**src/rtl/core/tsmf_pkg.sv**
```systemverilog
// Shared constants and command types for the five-tap smoothing filter.
package tsmf_pkg;

  localparam int SAMPLE_BITS_DEF = 16;
  localparam int QDEPTH_DEF      = 4;

  // Command handed from the front to the back: how many results to emit
  // and whether the last of them closes the record.
  typedef struct packed {
    logic [1:0] cnt;
    logic       eor;
  } cmd_ctl_t;

endpackage

```
**src/rtl/core/five_tap_weighted_smoothing_filter.sv**
```systemverilog
// Top level of the five-tap 1-2-3-2-1 weighted smoothing filter.
//
// Input side is a queue write port: a transaction happens on a clock edge
// with in_push high and in_full low, carrying in_sample and in_end_of_record.
// Result side is a queue read port: the oldest result sits on out_smoothed /
// out_final_output while out_empty is low and leaves on an edge with out_pop.
//
// Each output is centered on its sample: the result for sample k-2 appears
// after sample k. The first two and last two results of a record are zero;
// the end-of-record sample flushes up to three results, the last flagged by
// out_final_output.
//
// Throughput: one sample per cycle while in_full is low. A record end yields
// up to three results, set by the back end, which drains one result per cycle
// from the queue while the output register is empty or being popped. Path: a
// result passes the sum stage (loaded at the edge that takes its sample), then
// the reciprocal multiply stage, the command queue and the output register.
// The front stalls (in_full) only when the command queue plus the two
// in-flight pipeline stages would exceed QDEPTH; a stalled receiver thus
// backs up into the queue before in_full rises. Reset empties the pipeline,
// the queue and the output register and starts a new record.
module five_tap_weighted_smoothing_filter #(
  parameter int SAMPLE_BITS = tsmf_pkg::SAMPLE_BITS_DEF,
  parameter int QDEPTH      = tsmf_pkg::QDEPTH_DEF
) (
  input  logic                   clk,
  input  logic                   rst_n,
  input  logic                   in_push,
  output logic                   in_full,
  input  logic [SAMPLE_BITS-1:0] in_sample,
  input  logic                   in_end_of_record,
  output logic                   out_empty,
  input  logic                   out_pop,
  output logic [SAMPLE_BITS-1:0] out_smoothed,
  output logic                   out_final_output
);
  import tsmf_pkg::*;

  localparam int CW = $clog2(QDEPTH + 1);

  logic                   q_wr, q_rd, q_empty;
  logic [SAMPLE_BITS-1:0] q_wr_val, q_rd_val;
  cmd_ctl_t               q_wr_ctl, q_rd_ctl;
  logic [CW-1:0]          q_count;

  // Front: window, record position, weighted sum and exact divide by 9.
  tsmf_front #(.SB(SAMPLE_BITS), .QD(QDEPTH)) u_front (
    .clk              (clk),
    .rst_n            (rst_n),
    .in_push          (in_push),
    .in_full          (in_full),
    .in_sample        (in_sample),
    .in_end_of_record (in_end_of_record),
    .q_count          (q_count),
    .cmd_wr           (q_wr),
    .cmd_val          (q_wr_val),
    .cmd_ctl          (q_wr_ctl)
  );

  // Decoupling queue: one entry per sample that yields any result.
  tsmf_queue #(.SB(SAMPLE_BITS), .QD(QDEPTH)) u_queue (
    .clk    (clk),
    .rst_n  (rst_n),
    .wr     (q_wr),
    .wr_val (q_wr_val),
    .wr_ctl (q_wr_ctl),
    .rd     (q_rd),
    .rd_val (q_rd_val),
    .rd_ctl (q_rd_ctl),
    .empty  (q_empty),
    .count  (q_count)
  );

  // Back: one result per cycle into the output register while it is empty or popped.
  tsmf_back #(.SB(SAMPLE_BITS)) u_back (
    .clk              (clk),
    .rst_n            (rst_n),
    .q_empty          (q_empty),
    .q_val            (q_rd_val),
    .q_ctl            (q_rd_ctl),
    .q_rd             (q_rd),
    .out_empty        (out_empty),
    .out_pop          (out_pop),
    .out_smoothed     (out_smoothed),
    .out_final_output (out_final_output)
  );

  // The credit check must keep the queue from ever overflowing.
  a_no_overflow: assert property (@(posedge clk) disable iff (!rst_n)
    q_wr |-> (q_count < CW'(QDEPTH)))
    else $error("command queue written while full");

  a_no_underflow: assert property (@(posedge clk) disable iff (!rst_n)
    q_rd |-> !q_empty)
    else $error("command queue read while empty");

  // With nothing queued, a popped result leaves the output empty.
  a_drain: assert property (@(posedge clk) disable iff (!rst_n)
    (!out_empty && out_pop && q_empty) |=> out_empty)
    else $error("result appeared without a queued command");

endmodule

```
**src/rtl/core/tsmf_front.sv**
```systemverilog
// Front end: window, classification, weighted sum and divide-by-9 pipeline.
module tsmf_front #(
  parameter int SB = tsmf_pkg::SAMPLE_BITS_DEF,
  parameter int QD = tsmf_pkg::QDEPTH_DEF
) (
  input  logic                   clk,
  input  logic                   rst_n,
  input  logic                   in_push,
  output logic                   in_full,
  input  logic [SB-1:0]          in_sample,
  input  logic                   in_end_of_record,
  input  logic [$clog2(QD+1)-1:0] q_count,
  output logic                   cmd_wr,
  output logic [SB-1:0]          cmd_val,
  output tsmf_pkg::cmd_ctl_t     cmd_ctl
);
  import tsmf_pkg::*;

  localparam int SW = SB + 4;          // weighted sum width, signed
  localparam int K  = SW;              // reciprocal scale
  localparam int CW = $clog2(QD + 1);
  localparam logic [K-1:0] RECIP = K'((64'd1 << K) / 64'd9);
  localparam logic [SW-1:0] NINE = SW'(9);

  logic                 accept;
  logic signed [SB-1:0] dly_r [4];
  logic [2:0]           seen_r, seen_nxt;
  cmd_ctl_t             cls_ctl;
  logic                 cls_filt;
  logic signed [SW-1:0] sum;

  logic                 v1_r, v2_r;
  cmd_ctl_t             ctl1_r, ctl2_r;
  logic                 filt1_r, filt2_r;
  logic signed [SW-1:0] sum1_r;
  logic                 neg2_r;
  logic [SW-1:0]        abs1, abs2_r;
  logic [2*K-1:0]       prod2_r;

  logic [SW-1:0]        q0, q9, rem, qa, qs;

  // Items in the two pipeline stages already own a queue slot.
  assign in_full = ((CW + 1)'(q_count) + (CW + 1)'(v1_r) + (CW + 1)'(v2_r))
                   >= (CW + 1)'(QD);
  assign accept  = in_push & ~in_full;

  // Classification on samples taken so far in this record.
  always_comb begin
    cls_filt    = seen_r[2];
    cls_ctl.eor = in_end_of_record;
    if (in_end_of_record) begin
      cls_ctl.cnt = (seen_r >= 3'd2) ? 2'd3 : (seen_r[1:0] + 2'd1);
    end else begin
      cls_ctl.cnt = (seen_r >= 3'd2) ? 2'd1 : 2'd0;
    end
    seen_nxt = in_end_of_record ? 3'd0 : (seen_r[2] ? seen_r : seen_r + 3'd1);
  end

  // Weights 1,2,3,2,1 with the newest sample on the x1 tap.
  always_comb begin
    sum = SW'(signed'(in_sample))
        + (SW'(dly_r[0]) <<< 1)
        + SW'(dly_r[1]) + (SW'(dly_r[1]) <<< 1)
        + (SW'(dly_r[2]) <<< 1)
        + SW'(dly_r[3]);
  end

  assign abs1 = sum1_r[SW-1] ? SW'(-sum1_r) : SW'(sum1_r);

  always_ff @(posedge clk) begin
    if (!rst_n) begin
      seen_r <= 3'd0;
      v1_r   <= 1'b0;
      v2_r   <= 1'b0;
    end else begin
      v1_r <= accept && (cls_ctl.cnt != 2'd0);
      v2_r <= v1_r;
      if (accept) begin
        seen_r <= seen_nxt;
      end
    end
  end

  always_ff @(posedge clk) begin
    if (accept) begin
      dly_r[0] <= in_sample;
      dly_r[1] <= dly_r[0];
      dly_r[2] <= dly_r[1];
      dly_r[3] <= dly_r[2];
    end
    ctl1_r  <= cls_ctl;
    filt1_r <= cls_filt;
    sum1_r  <= sum;
    ctl2_r  <= ctl1_r;
    filt2_r <= filt1_r;
    neg2_r  <= sum1_r[SW-1];
    abs2_r  <= abs1;
    prod2_r <= abs1 * RECIP;
  end

  // Reciprocal quotient is low by at most one; one compare fixes it.
  always_comb begin
    q0  = prod2_r[2*K-1:K];
    q9  = q0 + (q0 << 3);
    rem = abs2_r - q9;
    qa  = (rem >= NINE) ? q0 + SW'(1) : q0;
    qs  = neg2_r ? SW'(-qa) : qa;
  end

  assign cmd_wr  = v2_r;
  assign cmd_ctl = ctl2_r;
  assign cmd_val = filt2_r ? qs[SB-1:0] : '0;

endmodule

```
**src/rtl/core/tsmf_queue.sv**
```systemverilog
// Command queue between the front and back ends.
module tsmf_queue #(
  parameter int SB = tsmf_pkg::SAMPLE_BITS_DEF,
  parameter int QD = tsmf_pkg::QDEPTH_DEF
) (
  input  logic                    clk,
  input  logic                    rst_n,
  input  logic                    wr,
  input  logic [SB-1:0]           wr_val,
  input  tsmf_pkg::cmd_ctl_t      wr_ctl,
  input  logic                    rd,
  output logic [SB-1:0]           rd_val,
  output tsmf_pkg::cmd_ctl_t      rd_ctl,
  output logic                    empty,
  output logic [$clog2(QD+1)-1:0] count
);
  import tsmf_pkg::*;

  localparam int AW = (QD > 1) ? $clog2(QD) : 1;
  localparam int CW = $clog2(QD + 1);

  logic [SB-1:0] val_r [QD];
  cmd_ctl_t      ctl_r [QD];
  logic [AW-1:0] wp_r, rp_r;
  logic [CW-1:0] cnt_r;

  function automatic logic [AW-1:0] bump(input logic [AW-1:0] p);
    return (p == AW'(QD - 1)) ? '0 : p + AW'(1);
  endfunction

  assign empty  = (cnt_r == '0);
  assign count  = cnt_r;
  assign rd_val = val_r[rp_r];
  assign rd_ctl = ctl_r[rp_r];

  always_ff @(posedge clk) begin
    if (!rst_n) begin
      wp_r  <= '0;
      rp_r  <= '0;
      cnt_r <= '0;
    end else begin
      if (wr) wp_r <= bump(wp_r);
      if (rd) rp_r <= bump(rp_r);
      cnt_r <= cnt_r + CW'(wr) - CW'(rd);
    end
  end

  always_ff @(posedge clk) begin
    if (wr) begin
      val_r[wp_r] <= wr_val;
      ctl_r[wp_r] <= wr_ctl;
    end
  end

endmodule

```
**src/rtl/core/tsmf_back.sv**
```systemverilog
// Back end: expands each command into its results and holds the output register.
module tsmf_back #(
  parameter int SB = tsmf_pkg::SAMPLE_BITS_DEF
) (
  input  logic               clk,
  input  logic               rst_n,
  input  logic               q_empty,
  input  logic [SB-1:0]      q_val,
  input  tsmf_pkg::cmd_ctl_t q_ctl,
  output logic               q_rd,
  output logic               out_empty,
  input  logic               out_pop,
  output logic [SB-1:0]      out_smoothed,
  output logic               out_final_output
);
  import tsmf_pkg::*;

  logic          ov_r;
  logic [SB-1:0] val_r;
  logic          fin_r;
  logic [1:0]    idx_r;
  logic          load, last;

  assign load = !q_empty && (!ov_r || out_pop);
  assign last = (idx_r == q_ctl.cnt - 2'd1);
  assign q_rd = load && last;

  assign out_empty        = !ov_r;
  assign out_smoothed     = val_r;
  assign out_final_output = fin_r;

  always_ff @(posedge clk) begin
    if (!rst_n) begin
      ov_r  <= 1'b0;
      idx_r <= 2'd0;
    end else begin
      if (load) begin
        ov_r  <= 1'b1;
        idx_r <= last ? 2'd0 : idx_r + 2'd1;
      end else if (out_pop) begin
        ov_r <= 1'b0;
      end
    end
  end

  // Only the first result of a command carries the value; the rest are zero.
  always_ff @(posedge clk) begin
    if (load) begin
      val_r <= (idx_r == 2'd0) ? q_val : '0;
      fin_r <= q_ctl.eor && last;
    end
  end

endmodule
```
**config.mk**
```make
export PLATFORM = sky130hd
export DESIGN_NAME = five_tap_weighted_smoothing_filter
export DESIGN_NICKNAME = d
export VERILOG_FILES = /design/src/rtl/core/tsmf_pkg.sv /design/src/rtl/core/five_tap_weighted_smoothing_filter.sv /design/src/rtl/core/tsmf_front.sv /design/src/rtl/core/tsmf_queue.sv /design/src/rtl/core/tsmf_back.sv
export SDC_FILE = /design/constraint.sdc
export NUM_CORES = 1
export LEC_CHECK = 0
export ABC_CLOCK_PERIOD_IN_PS = 7200
export BUFFER_PORTS_ARGS = -buffer_cell sky130_fd_sc_hd__buf_2
export CAP_MARGIN = 10
export CORE_ASPECT_RATIO = 1.1
export CORE_UTILIZATION = 45
export CTS_CLUSTER_SIZE = 28
export DETAILED_ROUTE_END_ITERATION = 10
export GPL_TIMING_DRIVEN = 0
export HOLD_SLACK_MARGIN = 0.12
export SLEW_MARGIN = 20
export SYNTH_ARGS = -nofsm -noshare
export SYNTH_HDL_FRONTEND = slang
export SYNTH_HIERARCHICAL = 1
export SYNTH_SLANG_ARGS = --single-unit
export TNS_END_PERCENT = 10
```
**constraint.sdc**
```tcl
create_clock -name clk -period 7.2 [get_ports clk]
set_input_delay 1.44 -clock clk [delete_from_list [all_inputs] [get_ports clk]]
set_output_delay 1.44 -clock clk [all_outputs]
set_load 0.02 [all_outputs]
```
======== Yosys cells after proc, flatten, opt, wreduce, memory -nomap -nowiden ========
Memory sizes are Yosys's and may differ from the RTL's. A register that Yosys moved wholly into a read port is not among the register bits.
Cells that the tools add are included.
cells by class
  $add $sub $neg .......................... 20
  $mul .................................... 1
  order comparisons ....................... 3
  eq/ne operators ......................... 4
  multiplexer cells ....................... 20
  bitwise gates (word level) .............. 2
  reduce and logical (&&, ||, !) cells .... 13
operators by type and width
  cell                                                  count
  2-to-1 mux 16 bit                                     3
  adder 20 x 17 -> 20 bit                               2
  multiplier 20 x 15 -> 35 bit, second input constant   1
  adder 17 x 20 -> 20 bit                               1
  adder 20 x 16 -> 20 bit                               1
  >= comparator 20 x 4 -> 1 bit, second input constant  1
  2-to-1 mux 20 bit                                     1
  negation 20 bit                                       1
  subtractor 20 bit                                     1
  adder 18 x 16 -> 19 bit                               1
  adder 16 x 17 -> 18 bit                               1
  adder 16 x 1 -> 16 bit, second input constant         1
  negation 16 bit                                       1
  2-to-1 mux 2 bit                                      7
  adder 2 x 1 -> 2 bit, second input constant           4
  2-to-1 mux 1 bit                                      7
  2-to-1 mux 3 bit                                      2
  adder 3 x 1 -> 4 bit                                  1
  adder 4 x 1 -> 4 bit                                  1
  equality test 2 bit, second input constant            2
  >= comparator 4 x 3 -> 1 bit, second input constant   1
  logical AND 1 bit                                     4
  nonzero test 2 bit                                    2
  adder 3 x 1 -> 3 bit                                  1
  other kinds (13)                                      15
storage, ports and cells
  register bits ........................... 100
  memory bits (writable) .................. 140
  output and inout port bits .............. 19
  logic and storage cells ................. 86
  memories kept ........................... 3
memories
  name           words  width  read ports  clocked after memory_dff  write ports  line              text
  u_front.dly_r  4      16     4           0                         4            tsmf_front.sv:26  logic signed [SB-1:0] dly_r [4];
  u_queue.val_r  4      16     1           1                         1            tsmf_queue.sv:22  logic [SB-1:0] val_r [QD];
  u_queue.ctl_r  4      3      1           1                         1            tsmf_queue.sv:23  cmd_ctl_t ctl_r [QD];

======== Longest topological paths before layout ========
  word-level depth ........................ 7
  depth in mapped cells ................... 32
  depth with buffers taken out ............ 32

======== Hierarchy ========
Netlist, hierarchy kept.
modules (own cells, without submodules)
  module      instances  cells an instance  area each (um^2)  seq. area each (um^2)
  tsmf_front  1          1192               12749.7           3343.2
  tsmf_queue  1          141                3229.3            2462.4
  tsmf_back   1          58                 807.0             570.5

======== Least setup slack after synthesis ========
No wires, ideal clock.
  kind .................................... register to register
  from .................................... register u_front.sum1_r[0]
  to ...................................... register u_front.prod2_r[35]
  arrival time ............................ 7.735 ns
  slack ................................... -0.654 ns
  stages on the path, launching flop included .. 29
  buffers on the path ..................... 0
  cells stage by stage .................... dfxtp_1 or3_1 or4_1 or4_1 or3_1 or3_1 nor4b_1 fa_1 inv_1 ha_1 inv_1 fa_1 inv_1 fa_1 inv_1 fa_1 inv_1 ha_1 a21oi_1 o21ai_0 a21o_1 a41oi_1 a21oi_1 a21oi_1 o21ai_0 o211ai_1 nand2b_1 a211oi_1 nor2_1
between the ends
  cells in the longest elaborated chain, start to end .. 3
RTL lines
  item                          line              text
  from (decl)                   tsmf_front.sv:35  logic signed [SW-1:0] sum1_r;
  from (signal assigned)        tsmf_front.sv:93  sum1_r <= sum;
  negation 20 bit               tsmf_front.sv:68  assign abs1 = sum1_r[SW-1] ? SW'(-sum1_r) : SW'(sum1_r);
  2-to-1 mux 20 bit             tsmf_front.sv:68
  named net u_front.abs1[19]    tsmf_front.sv:37  logic [SW-1:0] abs1, abs2_r;
  multiplier 20 x 15 -> 35 bit  tsmf_front.sv:98  prod2_r <= abs1 * RECIP;
  to (signal assigned)          tsmf_front.sv:98
  to (decl)                     tsmf_front.sv:38  logic [2*K-1:0] prod2_r;
The timed path passes the listed nets, and every way through them passes these cells.
A chain may end at the register's enable or synchronous reset.

======== Worst setup path after layout ========
  from .................................... register u_front.sum1_r[2]
  to ...................................... register u_front.prod2_r[35]
The elaborated chain is that of the path after synthesis.

==> reports/metrics.cfg <==
[yosys]
yosysUniqueCellTypes = 86
synth_area_leader_cell = edfxtp_1
synth_area_sq_um = 16800
synth_seq_cells = 240
synth_edf_count = 157
yosys_warnings = 6
syn_nets = 1738
async_reset_ff_frac = 0
synth-main-ff-cell = edfxtp_1
netlist_instances = 1391
synthTopCellsByArea = edfxtp_1 (28%), fa_1 (18%), ha_1 (13%)
postSynthAreaPerCell_sq_um = 12.1
yosysSeqAreaShare = 0.380
synth_top_area_frac = 0.281

[floorplanning]
io-pin-count = 40
core_area_sq_um = 36400
dieArea_sq_um = 38100
initial_core_util = 0.461
fp-row-count = 73
die_x_um = 186
die_h_um = 205

[route]
wl_um = 32600
via_per_inst = 5.19
drc = 0
wl_met1_um = 14700
wl_met3_um = 850
drt_iter0_markers = 468
vias = 10300
highest_layer = met5
met2_wirelength_um = 16200
firstDrtPassIters = 4
final_antenna_net_count = 0
wl_per_cell_um = 16.4

[worst_setup_path]
start_kind = flop
path_class = flop to flop
slowest_stage = fa_1
critPathMostFrequentCell = inv_2
required_ns = 7.63
path_max_fanout = 4
crit_family = adder cells
endpoint_kind = flop
path_buf_inv = 6
worstRegToRegCells = 30
cpPeakStageDelay_ns = 0.55
arrival_ns = 8.02
path_depth = 30

[clocking]
cts_buffer_depth = 3
cts_buffers = 27
ctsHtreeMaxLevel = 1
clock_sinks = 240
clk_pin_slew_worst_paths_ns = 0.06
cts_root_buf = clkbuf_16
hold_buffers = 0
clk_latency_ns = 0.55
cts_tree = done

[finish]
final_util = 0.522
multiInputGateArea_sq_um = 9780
fin_cells = 1994
finalNetCount = 1833
regArea_sq_um = 6380
nFillCells = 3164
antenna_cells = 0
drive_gt1_frac = 0.140
syn2layout_area_growth_pct = 13.3

[sta]
setup_viol = 9
final.min_clock_period_ns = 7.59
slew_headroom = 0.309
finalMaxSlewViolations = 0
setup_ws_ns = -0.394
fmax_mhz = 132
holdWs_ns = 0.336
period_share = 1.05
worstMarginPinSlew_ns = 1.04
rsz0062_at_grt = true
skew_ns = 0.0175
setup_tns_ns = -1.97
hold_viol = 0

[placement]
gp_congestion = 0.861
hpwl_um = 26200
placedCellCount = 1918
io_buffers = 39

[status]
failed_checks = setup timing
status = finished with violations

[hold_path]
min_delay_path_depth = 0
hold_class = flop to flop

[global_routing]
overflow = 0
grt_pass1_vias = 10800
grt_util_all_layers = 0.181
antenna_found_initial = 1
grt_pass1_wl_um = 54500
grt_max_degree = 57

[run]
max-cap-violations = 0

[path summary, 6_finish.rpt]
| check | endpoint | start | slack [ns] |
|---|---|---|---|
| min | u_front/cmd_ctl[2]$_DFF_P_ | u_front/ctl1_r[2]$_DFF_P_ | 0.34 |
| max | u_front/prod2_r[35]$_DFF_P_ | u_front/sum1_r[2]$_DFF_P_ | -0.39 |
| min reg2reg | u_front/cmd_ctl[2]$_DFF_P_ | u_front/ctl1_r[2]$_DFF_P_ | 0.34 |
| max reg2reg | u_front/prod2_r[35]$_DFF_P_ | u_front/sum1_r[2]$_DFF_P_ | -0.39 |
[stage by stage]
stage	area, sq um	setup WS, ns
2_1_floorplan	16800	0.0239
3_3_place_gp	17700	-0.840
3_5_place_dp	17700	-0.876
4_1_cts	18900	-0.394
5_1_grt	19000	-0.691
6_report	19000	-0.394
[cell type report]
cell class	instances	area share
multi-input combinational	929	0.514
sequential	240	0.336
clock buffer	39	0.0399
inverter	197	0.0390
tap	487	0.0320
timing repair buffer	66	0.0220
clock inverter	11	0.00954
buffer	25	0.00744
[worst register-to-register path, delay by kind of cell (launching register included)]
kind | cells | cell delay, ns
compound gates | 9 | 1.53
xor+xnor | 1 | 0.15
fa+ha+maj | 6 | 2.63
simple gates | 8 | 2.51
flops | 1 | 0.33
buf+inv | 6 | 0.31
[repair_timing]
item / 4_1_cts / 5_1_grt
endpoints found under the setup margin: 15 / 12
pin swaps: 24 / 22
setup buffers: 16 / 10
resized for setup: 32 / 10
[cell usage after synthesis, drive strengths merged (16+ instances only)]
| cell | n |
|---|---|
| a21o | 20 |
| dfxtp | 83 |
| mux4 | 19 |
| o21ai | 39 |
| ha | 178 |
| inv | 197 |
| nand2 | 53 |
| and2 | 25 |
| nor2b | 16 |
| fa | 148 |
| edfxtp | 157 |
| xnor2 | 56 |
| xor2 | 31 |
| nor2 | 56 |
| nand3 | 19 |
| nor3 | 26 |
| a21oi | 51 |
[logic make-up after synthesis]
logic type / Yosys count / share of synthesized area
fa+ha+maj: 327 / 0.310
simple gates: 281 / 0.0894
flops: 240 / 0.380
buf+inv: 222 / 0.0525
compound gates: 198 / 0.0839
xor+xnor: 89 / 0.0481
mux: 34 / 0.0365
[flip-flops by register name (all words and copies together) (netlist names), 12 cells and up, named ones only]
name	flops
u_front/prod2_r	17
u_back/out_smoothed	16
u_queue/ctl_r	12
u_front/abs2_r	20
u_front/dly_r	64
u_queue/val_r	64
u_front/sum1_r	20
[cells in the final DEF (no fill, tap or decap), types with 10 or more instances in the layout]
cell type  Yosys  routed
and3_1        11      10
edfxtp_1     157     157
o21ai_0       33      28
nor2_1        56      55
mux4_2        10      10
a21oi_1       45      40
nor2b_1       16      16
mux2i_1       14      14
nand2b_1      15      15
buf_2          6      45
ha_1         178     173
nand4_1       13      13
fa_1         148     148
nand3_1       19      19
clkbuf_1      14      22
xnor2_1       56      54
nor4_1        11      11
and2_1        25      24
inv_2          0      10
a21oi_2        5      10
buf_4          0      26
xor2_1        31      27
inv_1        197     186
clkbuf_16      0      28
nand2_1       52      52
a21o_1        20      20
nor3_1        24      24
dfxtp_1       83      81
[routing by layer]
layer	vias to the layer above	GRT usage
met3	49	0.0229
li1	5035	-
met5	-	0
met2	151	0.311
met1	5103	0.240
met4	2	0.0468
Power is left out: the tool's default activity adds up to more than one toggle a clock period on the data nets, which glitch-free logic cannot reach.
